File: src/rtl/vowel_cluster_syllable_splitter_defines.svh
// ----------------------------------------------------------------------------
// vowel_cluster_syllable_splitter_defines
// Assertion macros shared by the splitter RTL.
// ----------------------------------------------------------------------------
`ifndef VOWEL_CLUSTER_SYLLABLE_SPLITTER_DEFINES_SVH
`define VOWEL_CLUSTER_SYLLABLE_SPLITTER_DEFINES_SVH

// same-cycle implication, checked outside reset
`define VCSS_ASSERT_IMP(label, clk, rst_n, ante, cons) \
    label: assert property (@(posedge clk) disable iff (!rst_n) (ante) |-> (cons)) \
        else $error("vcss: implication check failed");

// next-cycle implication, checked outside reset
`define VCSS_ASSERT_NXT(label, clk, rst_n, ante, cons) \
    label: assert property (@(posedge clk) disable iff (!rst_n) (ante) |=> (cons)) \
        else $error("vcss: next-cycle check failed");

`endif

File: src/rtl/vcss_pkg.sv
// ----------------------------------------------------------------------------
// vcss_pkg
// Types, constants and character-class functions of the syllable splitter.
// ----------------------------------------------------------------------------
package vcss_pkg;

    localparam int MAX_WORD_LEN  = 64;
    localparam int MAX_SYLLABLES = 32;

    localparam int CHAR_W = 8;
    localparam int SYL_W  = 6;
    localparam int POS_W  = $clog2(MAX_WORD_LEN + 1);
    localparam int RUN_W  = 3;
    localparam int CFG_AW = 2;

    localparam logic [CHAR_W-1:0] HYPHEN   = 8'd45;
    localparam logic [CHAR_W-1:0] SENTINEL = 8'd35;
    localparam logic [CHAR_W-1:0] CH_A = 8'd97;
    localparam logic [CHAR_W-1:0] CH_E = 8'd101;
    localparam logic [CHAR_W-1:0] CH_I = 8'd105;
    localparam logic [CHAR_W-1:0] CH_O = 8'd111;
    localparam logic [CHAR_W-1:0] CH_U = 8'd117;
    localparam logic [CHAR_W-1:0] CH_Y = 8'd121;

    // configuration register indexes
    localparam logic [CFG_AW-1:0] REG_EXTRA_A = 2'd0;
    localparam logic [CFG_AW-1:0] REG_EXTRA_B = 2'd1;
    localparam logic [CFG_AW-1:0] REG_EXTRA_C = 2'd2;
    localparam logic [CFG_AW-1:0] REG_UUMLAUT = 2'd3;

    typedef struct packed {
        logic [CHAR_W-1:0] extra_a;
        logic [CHAR_W-1:0] extra_b;
        logic [CHAR_W-1:0] extra_c;
        logic [CHAR_W-1:0] u_umlaut;
    } cfg_t;

    // one emitted byte with its optional leading hyphen
    typedef struct packed {
        logic              hyph;
        logic [CHAR_W-1:0] chr;
        logic              last;
        logic [SYL_W-1:0]  count;
        logic              err;
    } slot_t;

    // word phases: plain byte, sentinel step, final flush
    typedef enum logic [1:0] {
        PH_CHAR,
        PH_SENT,
        PH_FINAL
    } phase_t;

    function automatic logic is_vowel(input logic [CHAR_W-1:0] c, input cfg_t cfg);
        logic base;
        logic extra;
        base  = (c == CH_A) || (c == CH_E) || (c == CH_I) ||
                (c == CH_O) || (c == CH_U) || (c == CH_Y);
        extra = (c == cfg.extra_a) || (c == cfg.extra_b) ||
                (c == cfg.extra_c) || (c == cfg.u_umlaut);
        return (c != '0) && (base || extra);
    endfunction

    function automatic logic is_falling(input logic [CHAR_W-1:0] first,
                                        input logic [CHAR_W-1:0] second,
                                        input cfg_t cfg);
        logic res;
        if (first == CH_I) begin
            res = (second == CH_A) || (second == CH_E) ||
                  (second == CH_O) || (second == CH_U);
        end else if (first == CH_E) begin
            res = (second == CH_A) || (second == CH_O);
        end else if (first == CH_U) begin
            res = (second == CH_A) || (second == CH_E) || (second == CH_O);
        end else if ((cfg.u_umlaut != '0) && (first == cfg.u_umlaut)) begin
            res = (second == CH_A) || (second == CH_O);
        end else begin
            res = 1'b0;
        end
        return res;
    endfunction

endpackage

File: src/rtl/vowel_cluster_syllable_splitter.sv
// ----------------------------------------------------------------------------
// vowel_cluster_syllable_splitter
// Inserts hyphens at syllable limits of a streamed lower-case word.
// ----------------------------------------------------------------------------
// Bytes of one word enter one byte per cycle while s_tready is high, s_tlast on
// the last byte, and leave two bytes late with hyphen words (45) put in before
// the bytes that open a new syllable; the single result register sends one
// word per cycle while m_tready is high, the hyphen word before its byte. The
// end of a word adds two steps (a virtual '#' sentinel and the flush of the
// last byte), so the closing byte holds the input until both steps and any
// hyphen words are done. The last result word carries the syllable count and
// an error flag for words that are too long or have too many syllables; after
// an error no more hyphens are inserted. The user must set the extra vowel and
// u-umlaut codes through the cfg_wr port while no word is in flight; not enforced.
// ----------------------------------------------------------------------------
module vowel_cluster_syllable_splitter
    import vcss_pkg::*;
(
    input  logic              aclk,
    input  logic              aresetn,
    // input stream
    input  logic              s_tvalid,
    output logic              s_tready,
    input  logic [7:0]        s_tdata,    // [7:0] in_char
    input  logic              s_tlast,    // word_end
    // result stream
    output logic              m_tvalid,
    input  logic              m_tready,
    output logic [15:0]       m_tdata,    // [7:0] out_char, [13:8] syllable_count,
                                          // [14] word_error, [15] zero
    output logic              m_tlast,    // out_last
    // configuration writes
    input  logic              cfg_wr_en,
    input  logic [CFG_AW-1:0] cfg_wr_addr,
    input  logic [CHAR_W-1:0] cfg_wr_data
);

    cfg_t  cfg_reg, cfg_next;
    slot_t slot;
    logic  slot_load, slot_free;

    // configuration registers
    always_comb begin
        cfg_next = cfg_reg;
        if (cfg_wr_en) begin
            unique case (cfg_wr_addr)
                REG_EXTRA_A: cfg_next.extra_a  = cfg_wr_data;
                REG_EXTRA_B: cfg_next.extra_b  = cfg_wr_data;
                REG_EXTRA_C: cfg_next.extra_c  = cfg_wr_data;
                REG_UUMLAUT: cfg_next.u_umlaut = cfg_wr_data;
                default:     cfg_next = cfg_reg;
            endcase
        end
    end

    always_ff @(posedge aclk) begin
        if (!aresetn) begin
            cfg_reg <= '0;
        end else begin
            cfg_reg <= cfg_next;
        end
    end

    vcss_core u_core (
        .aclk      (aclk),
        .aresetn   (aresetn),
        .in_valid  (s_tvalid),
        .in_ready  (s_tready),
        .in_char   (s_tdata),
        .in_end    (s_tlast),
        .cfg       (cfg_reg),
        .slot_free (slot_free),
        .slot_load (slot_load),
        .slot      (slot)
    );

    vcss_out u_out (
        .aclk      (aclk),
        .aresetn   (aresetn),
        .slot_load (slot_load),
        .slot      (slot),
        .slot_free (slot_free),
        .m_tvalid  (m_tvalid),
        .m_tready  (m_tready),
        .m_tdata   (m_tdata),
        .m_tlast   (m_tlast)
    );

endmodule

File: src/rtl/vcss_core.sv
// ----------------------------------------------------------------------------
// vcss_core
// Input register, per-word state and the split rules; one step per cycle while the result slot is free.
// ----------------------------------------------------------------------------
`include "vowel_cluster_syllable_splitter_defines.svh"

module vcss_core
    import vcss_pkg::*;
(
    input  logic              aclk,
    input  logic              aresetn,
    input  logic              in_valid,
    output logic              in_ready,
    input  logic [CHAR_W-1:0] in_char,
    input  logic              in_end,
    input  cfg_t              cfg,
    input  logic              slot_free,
    output logic              slot_load,
    output slot_t             slot
);

    logic              in_valid_reg, in_valid_next;
    logic [CHAR_W-1:0] in_char_reg, in_char_next;
    logic              in_end_reg, in_end_next;
    phase_t            phase_reg, phase_next;

    logic [CHAR_W-1:0] d0_reg, d0_next, d1_reg, d1_next;
    logic              hp0_reg, hp0_next, hp1_reg, hp1_next;
    logic [RUN_W-1:0]  run_reg, run_next;
    logic [SYL_W-1:0]  syl_reg, syl_next;
    logic [POS_W-1:0]  pos_reg, pos_next;
    logic              err_reg, err_next;

    // step results
    logic [CHAR_W-1:0] step_char;
    logic              emit, advance, consume;
    logic [POS_W-1:0]  pos_step;
    logic              err0, vowel, split, split_k1, first_syl, inc;
    logic [SYL_W-1:0]  syl_step;
    logic              err_step, hp0_step, hp1_step;

    // phase sequencing
    always_comb begin
        phase_next = phase_reg;
        if (advance) begin
            unique case (phase_reg)
                PH_CHAR:  phase_next = in_end_reg ? PH_SENT : PH_CHAR;
                PH_SENT:  phase_next = PH_FINAL;
                PH_FINAL: phase_next = PH_CHAR;
                default:  phase_next = PH_CHAR;
            endcase
        end
    end

    // phase-dependent controls
    always_comb begin
        unique case (phase_reg)
            PH_CHAR: begin
                step_char = in_char_reg;
                emit      = (pos_reg >= POS_W'(2));
                consume   = advance && !in_end_reg;
            end
            PH_SENT: begin
                step_char = SENTINEL;
                emit      = (pos_reg >= POS_W'(2));
                consume   = 1'b0;
            end
            PH_FINAL: begin
                step_char = SENTINEL;
                emit      = 1'b1;
                consume   = advance;
            end
            default: begin
                step_char = in_char_reg;
                emit      = 1'b0;
                consume   = 1'b0;
            end
        endcase
    end

    assign advance   = in_valid_reg && (!emit || slot_free);
    assign in_ready  = !in_valid_reg || consume;
    assign slot_load = advance && emit;

    // split rules for the current byte
    always_comb begin
        pos_step = pos_reg;
        if ((phase_reg == PH_CHAR) && (pos_reg < POS_W'(MAX_WORD_LEN))) begin
            pos_step = pos_reg + POS_W'(1);
        end
        err0      = err_reg || (pos_step >= POS_W'(MAX_WORD_LEN));
        vowel     = is_vowel(step_char, cfg);
        first_syl = vowel && (run_reg == '0) && (syl_reg == '0);
        if (vowel) begin
            split    = (run_reg == '0) && (syl_reg != '0);
            split_k1 = 1'b0;
        end else begin
            split    = (run_reg == RUN_W'(3)) ||
                       ((run_reg == RUN_W'(2)) && (syl_reg > SYL_W'(1)) &&
                        is_falling(d1_reg, d0_reg, cfg));
            split_k1 = (run_reg == RUN_W'(3)) && (d0_reg == d1_reg);
        end
        inc      = (split || first_syl) && !err0;
        syl_step = syl_reg + SYL_W'(inc);
        err_step = err0 || (inc && (syl_step >= SYL_W'(MAX_SYLLABLES)));
        hp0_step = hp0_reg || (inc && split && !split_k1);
        hp1_step = hp1_reg || (inc && split && split_k1);
    end

    // slot handed to the output stage
    always_comb begin
        slot.chr = d1_reg;
        if (phase_reg == PH_FINAL) begin
            slot.hyph  = hp1_reg;
            slot.last  = 1'b1;
            slot.count = syl_reg;
            slot.err   = err_reg;
        end else begin
            slot.hyph  = hp1_step;
            slot.last  = 1'b0;
            slot.count = '0;
            slot.err   = 1'b0;
        end
    end

    // state update
    always_comb begin
        in_valid_next = in_valid_reg;
        in_char_next  = in_char_reg;
        in_end_next   = in_end_reg;
        d0_next  = d0_reg;
        d1_next  = d1_reg;
        hp0_next = hp0_reg;
        hp1_next = hp1_reg;
        run_next = run_reg;
        syl_next = syl_reg;
        pos_next = pos_reg;
        err_next = err_reg;
        if (in_ready) begin
            in_valid_next = in_valid;
            in_char_next  = in_char;
            in_end_next   = in_end;
        end
        if (advance) begin
            if (phase_reg == PH_FINAL) begin
                d0_next  = '0;
                d1_next  = '0;
                hp0_next = 1'b0;
                hp1_next = 1'b0;
                run_next = '0;
                syl_next = '0;
                pos_next = '0;
                err_next = 1'b0;
            end else begin
                d1_next  = d0_reg;
                hp1_next = hp0_step;
                d0_next  = step_char;
                hp0_next = 1'b0;
                if (vowel) begin
                    run_next = (run_reg == '1) ? run_reg : run_reg + RUN_W'(1);
                end else begin
                    run_next = '0;
                end
                syl_next = syl_step;
                pos_next = pos_step;
                err_next = err_step;
            end
        end
    end

    always_ff @(posedge aclk) begin
        if (!aresetn) begin
            in_valid_reg <= 1'b0;
            phase_reg    <= PH_CHAR;
            d0_reg  <= '0;
            d1_reg  <= '0;
            hp0_reg <= 1'b0;
            hp1_reg <= 1'b0;
            run_reg <= '0;
            syl_reg <= '0;
            pos_reg <= '0;
            err_reg <= 1'b0;
        end else begin
            in_valid_reg <= in_valid_next;
            phase_reg    <= phase_next;
            d0_reg  <= d0_next;
            d1_reg  <= d1_next;
            hp0_reg <= hp0_next;
            hp1_reg <= hp1_next;
            run_reg <= run_next;
            syl_reg <= syl_next;
            pos_reg <= pos_next;
            err_reg <= err_next;
        end
    end

    // payload needs no reset
    always_ff @(posedge aclk) begin
        in_char_reg <= in_char_next;
        in_end_reg  <= in_end_next;
    end

    // end-of-word steps only run while the closing word is held
    `VCSS_ASSERT_IMP(a_flush_holds_item, aclk, aresetn, phase_reg != PH_CHAR, in_valid_reg)
    // counts stay in range
    `VCSS_ASSERT_IMP(a_syl_bound, aclk, aresetn, 1'b1, syl_reg <= SYL_W'(MAX_SYLLABLES))
    `VCSS_ASSERT_IMP(a_pos_bound, aclk, aresetn, 1'b1, pos_reg <= POS_W'(MAX_WORD_LEN))

endmodule

File: src/rtl/vcss_out.sv
// ----------------------------------------------------------------------------
// vcss_out
// Result register: sends an optional hyphen word, then the byte word.
// ----------------------------------------------------------------------------
`include "vowel_cluster_syllable_splitter_defines.svh"

module vcss_out
    import vcss_pkg::*;
(
    input  logic        aclk,
    input  logic        aresetn,
    input  logic        slot_load,
    input  slot_t       slot,
    output logic        slot_free,
    output logic        m_tvalid,
    input  logic        m_tready,
    output logic [15:0] m_tdata,
    output logic        m_tlast
);

    logic  valid_reg, valid_next;
    logic  hyph_reg, hyph_next;
    slot_t slot_reg, slot_next;
    logic  last_word;

    // the slot frees when its byte word leaves
    assign slot_free = !valid_reg || (m_tready && !hyph_reg);
    assign last_word = slot_reg.last && !hyph_reg;

    assign m_tvalid = valid_reg;
    assign m_tlast  = last_word;
    assign m_tdata  = {1'b0,
                       last_word && slot_reg.err,
                       last_word ? slot_reg.count : SYL_W'(0),
                       hyph_reg ? HYPHEN : slot_reg.chr};

    always_comb begin
        valid_next = valid_reg;
        hyph_next  = hyph_reg;
        slot_next  = slot_reg;
        if (valid_reg && m_tready) begin
            if (hyph_reg) begin
                hyph_next = 1'b0;
            end else begin
                valid_next = 1'b0;
            end
        end
        if (slot_load) begin
            valid_next = 1'b1;
            hyph_next  = slot.hyph;
            slot_next  = slot;
        end
    end

    always_ff @(posedge aclk) begin
        if (!aresetn) begin
            valid_reg <= 1'b0;
            hyph_reg  <= 1'b0;
        end else begin
            valid_reg <= valid_next;
            hyph_reg  <= hyph_next;
        end
    end

    always_ff @(posedge aclk) begin
        slot_reg <= slot_next;
    end

    // a pending hyphen always belongs to a held byte
    `VCSS_ASSERT_IMP(a_hyph_has_slot, aclk, aresetn, hyph_reg, valid_reg)
    // a hyphen word sent is followed by its byte word
    `VCSS_ASSERT_NXT(a_hyph_then_byte, aclk, aresetn, m_tvalid && m_tready && hyph_reg, m_tvalid && !hyph_reg)
    // a new slot only lands when the register can take it
    `VCSS_ASSERT_IMP(a_load_when_free, aclk, aresetn, slot_load, slot_free)

endmodule
File: config.mk
export PLATFORM = sky130hd
export DESIGN_NAME = vowel_cluster_syllable_splitter
export DESIGN_NICKNAME = d
export VERILOG_FILES = /design/src/rtl/vcss_pkg.sv /design/src/rtl/vowel_cluster_syllable_splitter.sv /design/src/rtl/vcss_core.sv /design/src/rtl/vcss_out.sv
export VERILOG_INCLUDE_DIRS = /design/src /design/src/rtl
export SDC_FILE = /design/constraint.sdc
export NUM_CORES = 1
export LEC_CHECK = 0
export BUFFER_PORTS_ARGS = -buffer_cell sky130_fd_sc_hd__buf_2
export CORE_MARGIN = 2
export CORE_UTILIZATION = 40
export DETAILED_ROUTE_END_ITERATION = 8
export PLACE_DENSITY_LB_ADDON = 0.15
export SLEW_MARGIN = 10
export SYNTH_ARGS = -nofsm -noshare
export SYNTH_HDL_FRONTEND = slang
export SYNTH_SLANG_ARGS = --single-unit
File: constraint.sdc
create_clock -name aclk -period 3.51 [get_ports aclk]
set_clock_uncertainty 0.2 [all_clocks]
set_input_delay 0.5265 -clock aclk [delete_from_list [all_inputs] [get_ports aclk]]
set_output_delay 0.5265 -clock aclk [all_outputs]
set_load 0.01 [all_outputs]
==> flow_summary.html <==
<table>
<tr><th>Metric</th><th>Value</th></tr>
<tr><th colspan="2">Run status</th></tr>
<tr><td>Status</td><td>finished, final reports clean</td></tr>
<tr><th colspan="2">Setup path</th></tr>
<tr><td>CP Depth</td><td>17</td></tr>
<tr><td>Capture instance of the worst register-to-register path</td><td>u_core.err_reg</td></tr>
<tr><td>CP max-delay cell</td><td>dfxtp_1</td></tr>
<tr><td>Capturing instance or port of the critical path</td><td>u_core.err_reg</td></tr>
<tr><td>RR Startpoint</td><td>u_core.phase_reg[1]</td></tr>
<tr><td>Worst path required time</td><td>3.57 ns</td></tr>
<tr><td>Maximum cell stage delay along the critical path</td><td>0.35 ns</td></tr>
<tr><td>Reg2Reg Setup Slack</td><td>0.23 ns</td></tr>
<tr><td>R2R cell count</td><td>17</td></tr>
<tr><td>Setup Crit Path Kind</td><td>reg -&gt; reg</td></tr>
<tr><td>CP Data Arrival Time</td><td>roughly 3.3 ns</td></tr>
<tr><td>Critical Path, Cell by Cell</td><td>inv_1 &gt; ha_4 &gt; buf_8 &gt; a21oi_1 &gt; o32ai_2 &gt; nand4_1 &gt; nand3_1 &gt; o21a_4 &gt; nor3_4 &gt; a21oi_2 &gt; inv_1 &gt; ha_1 &gt; and3_1 &gt; nand3_1 &gt; xor2_2 &gt; buf_4 &gt; o41ai_2</td></tr>
<tr><td>Worst Setup SP</td><td>u_core.phase_reg[1]</td></tr>
<tr><td>Critical path buffers and inverters</td><td>4</td></tr>
<tr><td>Maximum net fanout on the critical path</td><td>15</td></tr>
<tr><td>Element type at the critical path start</td><td>flop</td></tr>
<tr><td>Cell family with the largest share of critical-path delay</td><td>compound AO/OA/AOI/OAI gates</td></tr>
<tr><td>Kind of capture point of the worst setup path</td><td>flop</td></tr>
<tr><th colspan="2">Synth</th></tr>
<tr><td>Post-synthesis cell count</td><td>541</td></tr>
<tr><td>Parity-gate share of the synthesized area counting xor and xnor cells</td><td>0.0659</td></tr>
<tr><td>Dominant synthesized flop cell</td><td>dfxtp_1</td></tr>
<tr><td>Dominant combinational cell family by area after synthesis</td><td>simple AND/OR/NAND/NOR gates</td></tr>
<tr><td>Area of the mapped netlist</td><td>5180 um2</td></tr>
<tr><td>Complex-gate fraction of the synthesized area</td><td>0.126</td></tr>
<tr><td>Distinct cell type count after synthesis</td><td>58</td></tr>
<tr><td>Synth warnings</td><td>0</td></tr>
<tr><td>Number of storage elements in the synthesis netlist</td><td>96</td></tr>
<tr><td>Post-synthesis simple-gate area fraction</td><td>0.236</td></tr>
<tr><td>Post-Synthesis Mean Instance Area</td><td>around 9.6 um2</td></tr>
<tr><td>Post-synth net total</td><td>approximately 580</td></tr>
<tr><td>Multiplexer share of the synthesized area</td><td>0.0598</td></tr>
<tr><td>Sequential share of the synthesized area</td><td>0.419</td></tr>
<tr><td>Post-Synth Adder-Cell Area</td><td>0.0265</td></tr>
<tr><td>Async S/R FF share, synth</td><td>0</td></tr>
<tr><td>EDFF count, synth</td><td>25</td></tr>
<tr><th colspan="2">Global route</th></tr>
<tr><td>Initial antenna violation count</td><td>0</td></tr>
<tr><td>Vias in the first global route</td><td>3719</td></tr>
<tr><td>Global route total overflow</td><td>0</td></tr>
<tr><td>Pin count of the biggest net entering global routing</td><td>34</td></tr>
<tr><td>GRT Util Overall</td><td>0.172</td></tr>
<tr><td>Global-route wire length before repair</td><td>19200 um</td></tr>
<tr><th colspan="2">Power</th></tr>
<tr><td>Power Density</td><td>419 nW/um2</td></tr>
<tr><td>Proportion of power drawn by flip-flops and latches</td><td>0.502</td></tr>
<tr><td>Switching part of the total power</td><td>0.262</td></tr>
<tr><td>Proportion of power drawn by the clock network</td><td>0.383</td></tr>
<tr><td>Proportion of power drawn by combinational gates</td><td>0.115</td></tr>
<tr><td>Switching power of the nets</td><td>0.645 mW</td></tr>
<tr><td>Total internal power</td><td>1.81 mW</td></tr>
<tr><td>Reported leakage power</td><td>2.47 nW</td></tr>
<tr><td>Worst IR drop on VDD</td><td>0.000219 V</td></tr>
<tr><th colspan="2">Drt</th></tr>
<tr><td>Pre-Repair DR Iteration Count</td><td>4</td></tr>
<tr><td>Average vias per placed instance</td><td>roughly 5.2</td></tr>
<tr><td>Total routed wirelength</td><td>11600 um</td></tr>
<tr><td>Final routed DRC violation total</td><td>0</td></tr>
<tr><td>Drt initial violations</td><td>243</td></tr>
<tr><td>Number of nets still failing antenna checks after routing</td><td>0</td></tr>
<tr><td>Routed length per instance</td><td>around 15 um</td></tr>
<tr><td>Vias</td><td>3949</td></tr>
<tr><th colspan="2">Floorplan</th></tr>
<tr><td>Die outline area</td><td>13900 um2</td></tr>
<tr><td>Total I/O pin count</td><td>between 40 and 50</td></tr>
<tr><td>Starting density of the core</td><td>0.411</td></tr>
<tr><td>Core region area</td><td>12600 um2</td></tr>
<tr><td>Cell Rows</td><td>41</td></tr>
<tr><td>Die span in x</td><td>118 um</td></tr>
<tr><td>Height of the die</td><td>around 120 um</td></tr>
<tr><th colspan="2">Finish</th></tr>
<tr><td>Antenna cell count</td><td>0</td></tr>
<tr><td>Most common library cell in the layout ignoring fill and taps</td><td>dfxtp_1</td></tr>
<tr><td>Proportion of layout cells with a drive suffix above 1</td><td>0.172</td></tr>
<tr><td>Number of flip-flops in the largest register</td><td>32</td></tr>
<tr><td>Number of filler instances in the final layout</td><td>about 1200</td></tr>
<tr><td>Net count of the finished layout</td><td>613</td></tr>
<tr><td>Final Util</td><td>0.465</td></tr>
<tr><td>Number of standard cells in the final layout excluding fillers</td><td>755</td></tr>
<tr><td>Highest-count cells in the layout ignoring fill and taps</td><td>dfxtp_1 (71), nor2b_1 (55), buf_2 (41)</td></tr>
<tr><td>Synthesis-to-finish area growth</td><td>13.3%</td></tr>
<tr><th colspan="2">Worst hold path</th></tr>
<tr><td>Path class of the lowest-slack min-delay path</td><td>in -&gt; reg</td></tr>
<tr><td>Hold Path Cell Cnt</td><td>1</td></tr>
<tr><th colspan="2">Timing</th></tr>
<tr><td>Worst-case headroom to the max-slew limit</td><td>0.558</td></tr>
<tr><td>Maximum clock frequency</td><td>between 0.3 and 0.4 GHz</td></tr>
<tr><td>Tightest Pin Transition</td><td>0.663 ns</td></tr>
<tr><td>Minimum clock period after layout</td><td>3.28 ns</td></tr>
<tr><td>Final worst path period share</td><td>0.934</td></tr>
<tr><td>Setup Total Neg Slack</td><td>0 ns</td></tr>
<tr><td>Setup slack of the critical path after layout</td><td>0.231 ns</td></tr>
<tr><td>Final-layout worst hold slack</td><td>roughly 0.15 ns</td></tr>
<tr><td>Setup repair after global routing missed its margin</td><td>false</td></tr>
<tr><td>Final hold violation count</td><td>0</td></tr>
<tr><td>Max-slew violation count</td><td>0</td></tr>
<tr><td>Final setup violation count</td><td>0</td></tr>
<tr><th colspan="2">Clocking</th></tr>
<tr><td>CTS tree</td><td>done</td></tr>
<tr><td>Bufs on Longest Clock Path</td><td>2</td></tr>
<tr><td>Clock Sinks</td><td>96</td></tr>
<tr><td>CTS Buf Count</td><td>9</td></tr>
<tr><td>Clock root buffer</td><td>clkbuf_16</td></tr>
<tr><td>CTS clk-pin slew, worst paths</td><td>0.07 ns</td></tr>
<tr><td>Maximum level of the CTS H-tree</td><td>3</td></tr>
<tr><td>Clock network latency to the later pin of the worst-skew pair</td><td>0.35 ns</td></tr>
<tr><th colspan="2">Place</th></tr>
<tr><td>Sum of net half-perimeters after detailed placement</td><td>between 8000 and 9000 um</td></tr>
<tr><td>Worst slack at placement</td><td>-0.0784 ns</td></tr>
<tr><td>Weighted congestion at the end of routability-driven global placement</td><td>0.906</td></tr>
<tr><td>Buffers added on ports</td><td>41</td></tr>
<tr><td>Cell count after placement</td><td>733</td></tr>
<tr><th colspan="2">Job</th></tr>
<tr><td>Number of max-cap violations</td><td>0</td></tr>
</table>
[timing repair]
item	4_1_cts	5_1_grt
setup buffers	0	6
gates resized for setup	2	13
pin swaps	0	2
hold endpoints to repair	0	0
endpoints found under the setup margin	1	3
hold buffers	0	0
[worst reg2reg max path, cell delays in order, from the launching register on]
cell and delay (ns):
dfxtp_1 0.35, inv_1 0.09, ha_4 0.28, buf_8 0.16
a21oi_1 0.21, o32ai_2 0.11, nand4_1 0.10, nand3_1 0.10
o21a_4 0.26, nor3_4 0.23, a21oi_2 0.07, inv_1 0.06
ha_1 0.16, and3_1 0.20, nand3_1 0.13, xor2_2 0.18
buf_4 0.14, o41ai_2 0.17
[kinds of logic after synthesis]
logic type | count (synthesis)
adder cells (fa/ha/maj) | 11
multiplexers | 31
XOR/XNOR | 39
AO/OA/AOI/OAI | 93
flip-flops | 96
AND/OR/NAND/NOR | 208
buffers and inverters | 62
other | 1
[per-layer routing]
metal,track usage,part of all wire,vias to the layer above
met2,0.254,0.44,79
met5,0,0,-
met1,0.247,0.49,1872
li1,-,-,1983
met3,0.0300,0.050,15
met4,0.0685,0.017,0
[cell usage after synthesis, types with 12 or more instances]
library cell	n	area, um2
nor2_1	28	105
nand4_1	18	113
clkbuf_1	13	48.8
and3_1	12	75.1
a21oi_1	26	130
nor2b_1	55	344
nand2_1	21	78.8
and2_1	14	87.6
mux2i_1	31	310
xor2_1	31	272
edfxtp_1	25	751
inv_1	28	105
nand3_1	14	70.1
dfxtp_1	71	1420
o32ai_1	13	114
[power groups by stage]
stage               logic, mW  registers [mW]  clock network (mW)
floorplan               0.228            1.22                   0
global placement        0.259            1.26                   0
detailed placement      0.265            1.26                   0
CTS                     0.268            1.23               0.973
global route            0.314            1.24                1.01
finish                  0.283            1.23               0.941
[metrics by stage]
| step | area, um2 | power, mW |
|---|---|---|
| floorplan | 5180 | 1.45 |
| global placement | 5470 | 1.52 |
| detailed placement | 5470 | 1.52 |
| CTS | 5760 | 2.47 |
| global route | 5870 | 2.57 |
| finish | 5870 | 2.46 |
[final cells by class]
| class | instances | area, um2 | share of cell area |
|---|---|---|---|
| multi-input combinational | 383 | 2740 | 0.466 |
| sequential | 96 | 2170 | 0.370 |
| clock buffer | 10 | 239 | 0.0407 |
| clock inverter | 6 | 50.0 | 0.00852 |
| timing repair buffer | 60 | 355 | 0.0605 |
| inverter | 28 | 105 | 0.0179 |
| tap | 172 | 215 | 0.0366 |
[worst min-delay path by stage]
| stage | startpoint | end |
|---|---|---|
| detailed placement | u_core.hp1_reg | u_core.hp1_reg |
| global route | s_tdata[3] | u_core.in_char_reg[3] |
| global placement | u_core.hp1_reg | u_core.hp1_reg |
| CTS | s_tlast | u_core.in_end_reg |
| floorplan | u_core.run_reg[0] | u_core.run_reg[0] |
| finish | s_tlast | u_core.in_end_reg |
(Power assumes the default switching activity.)
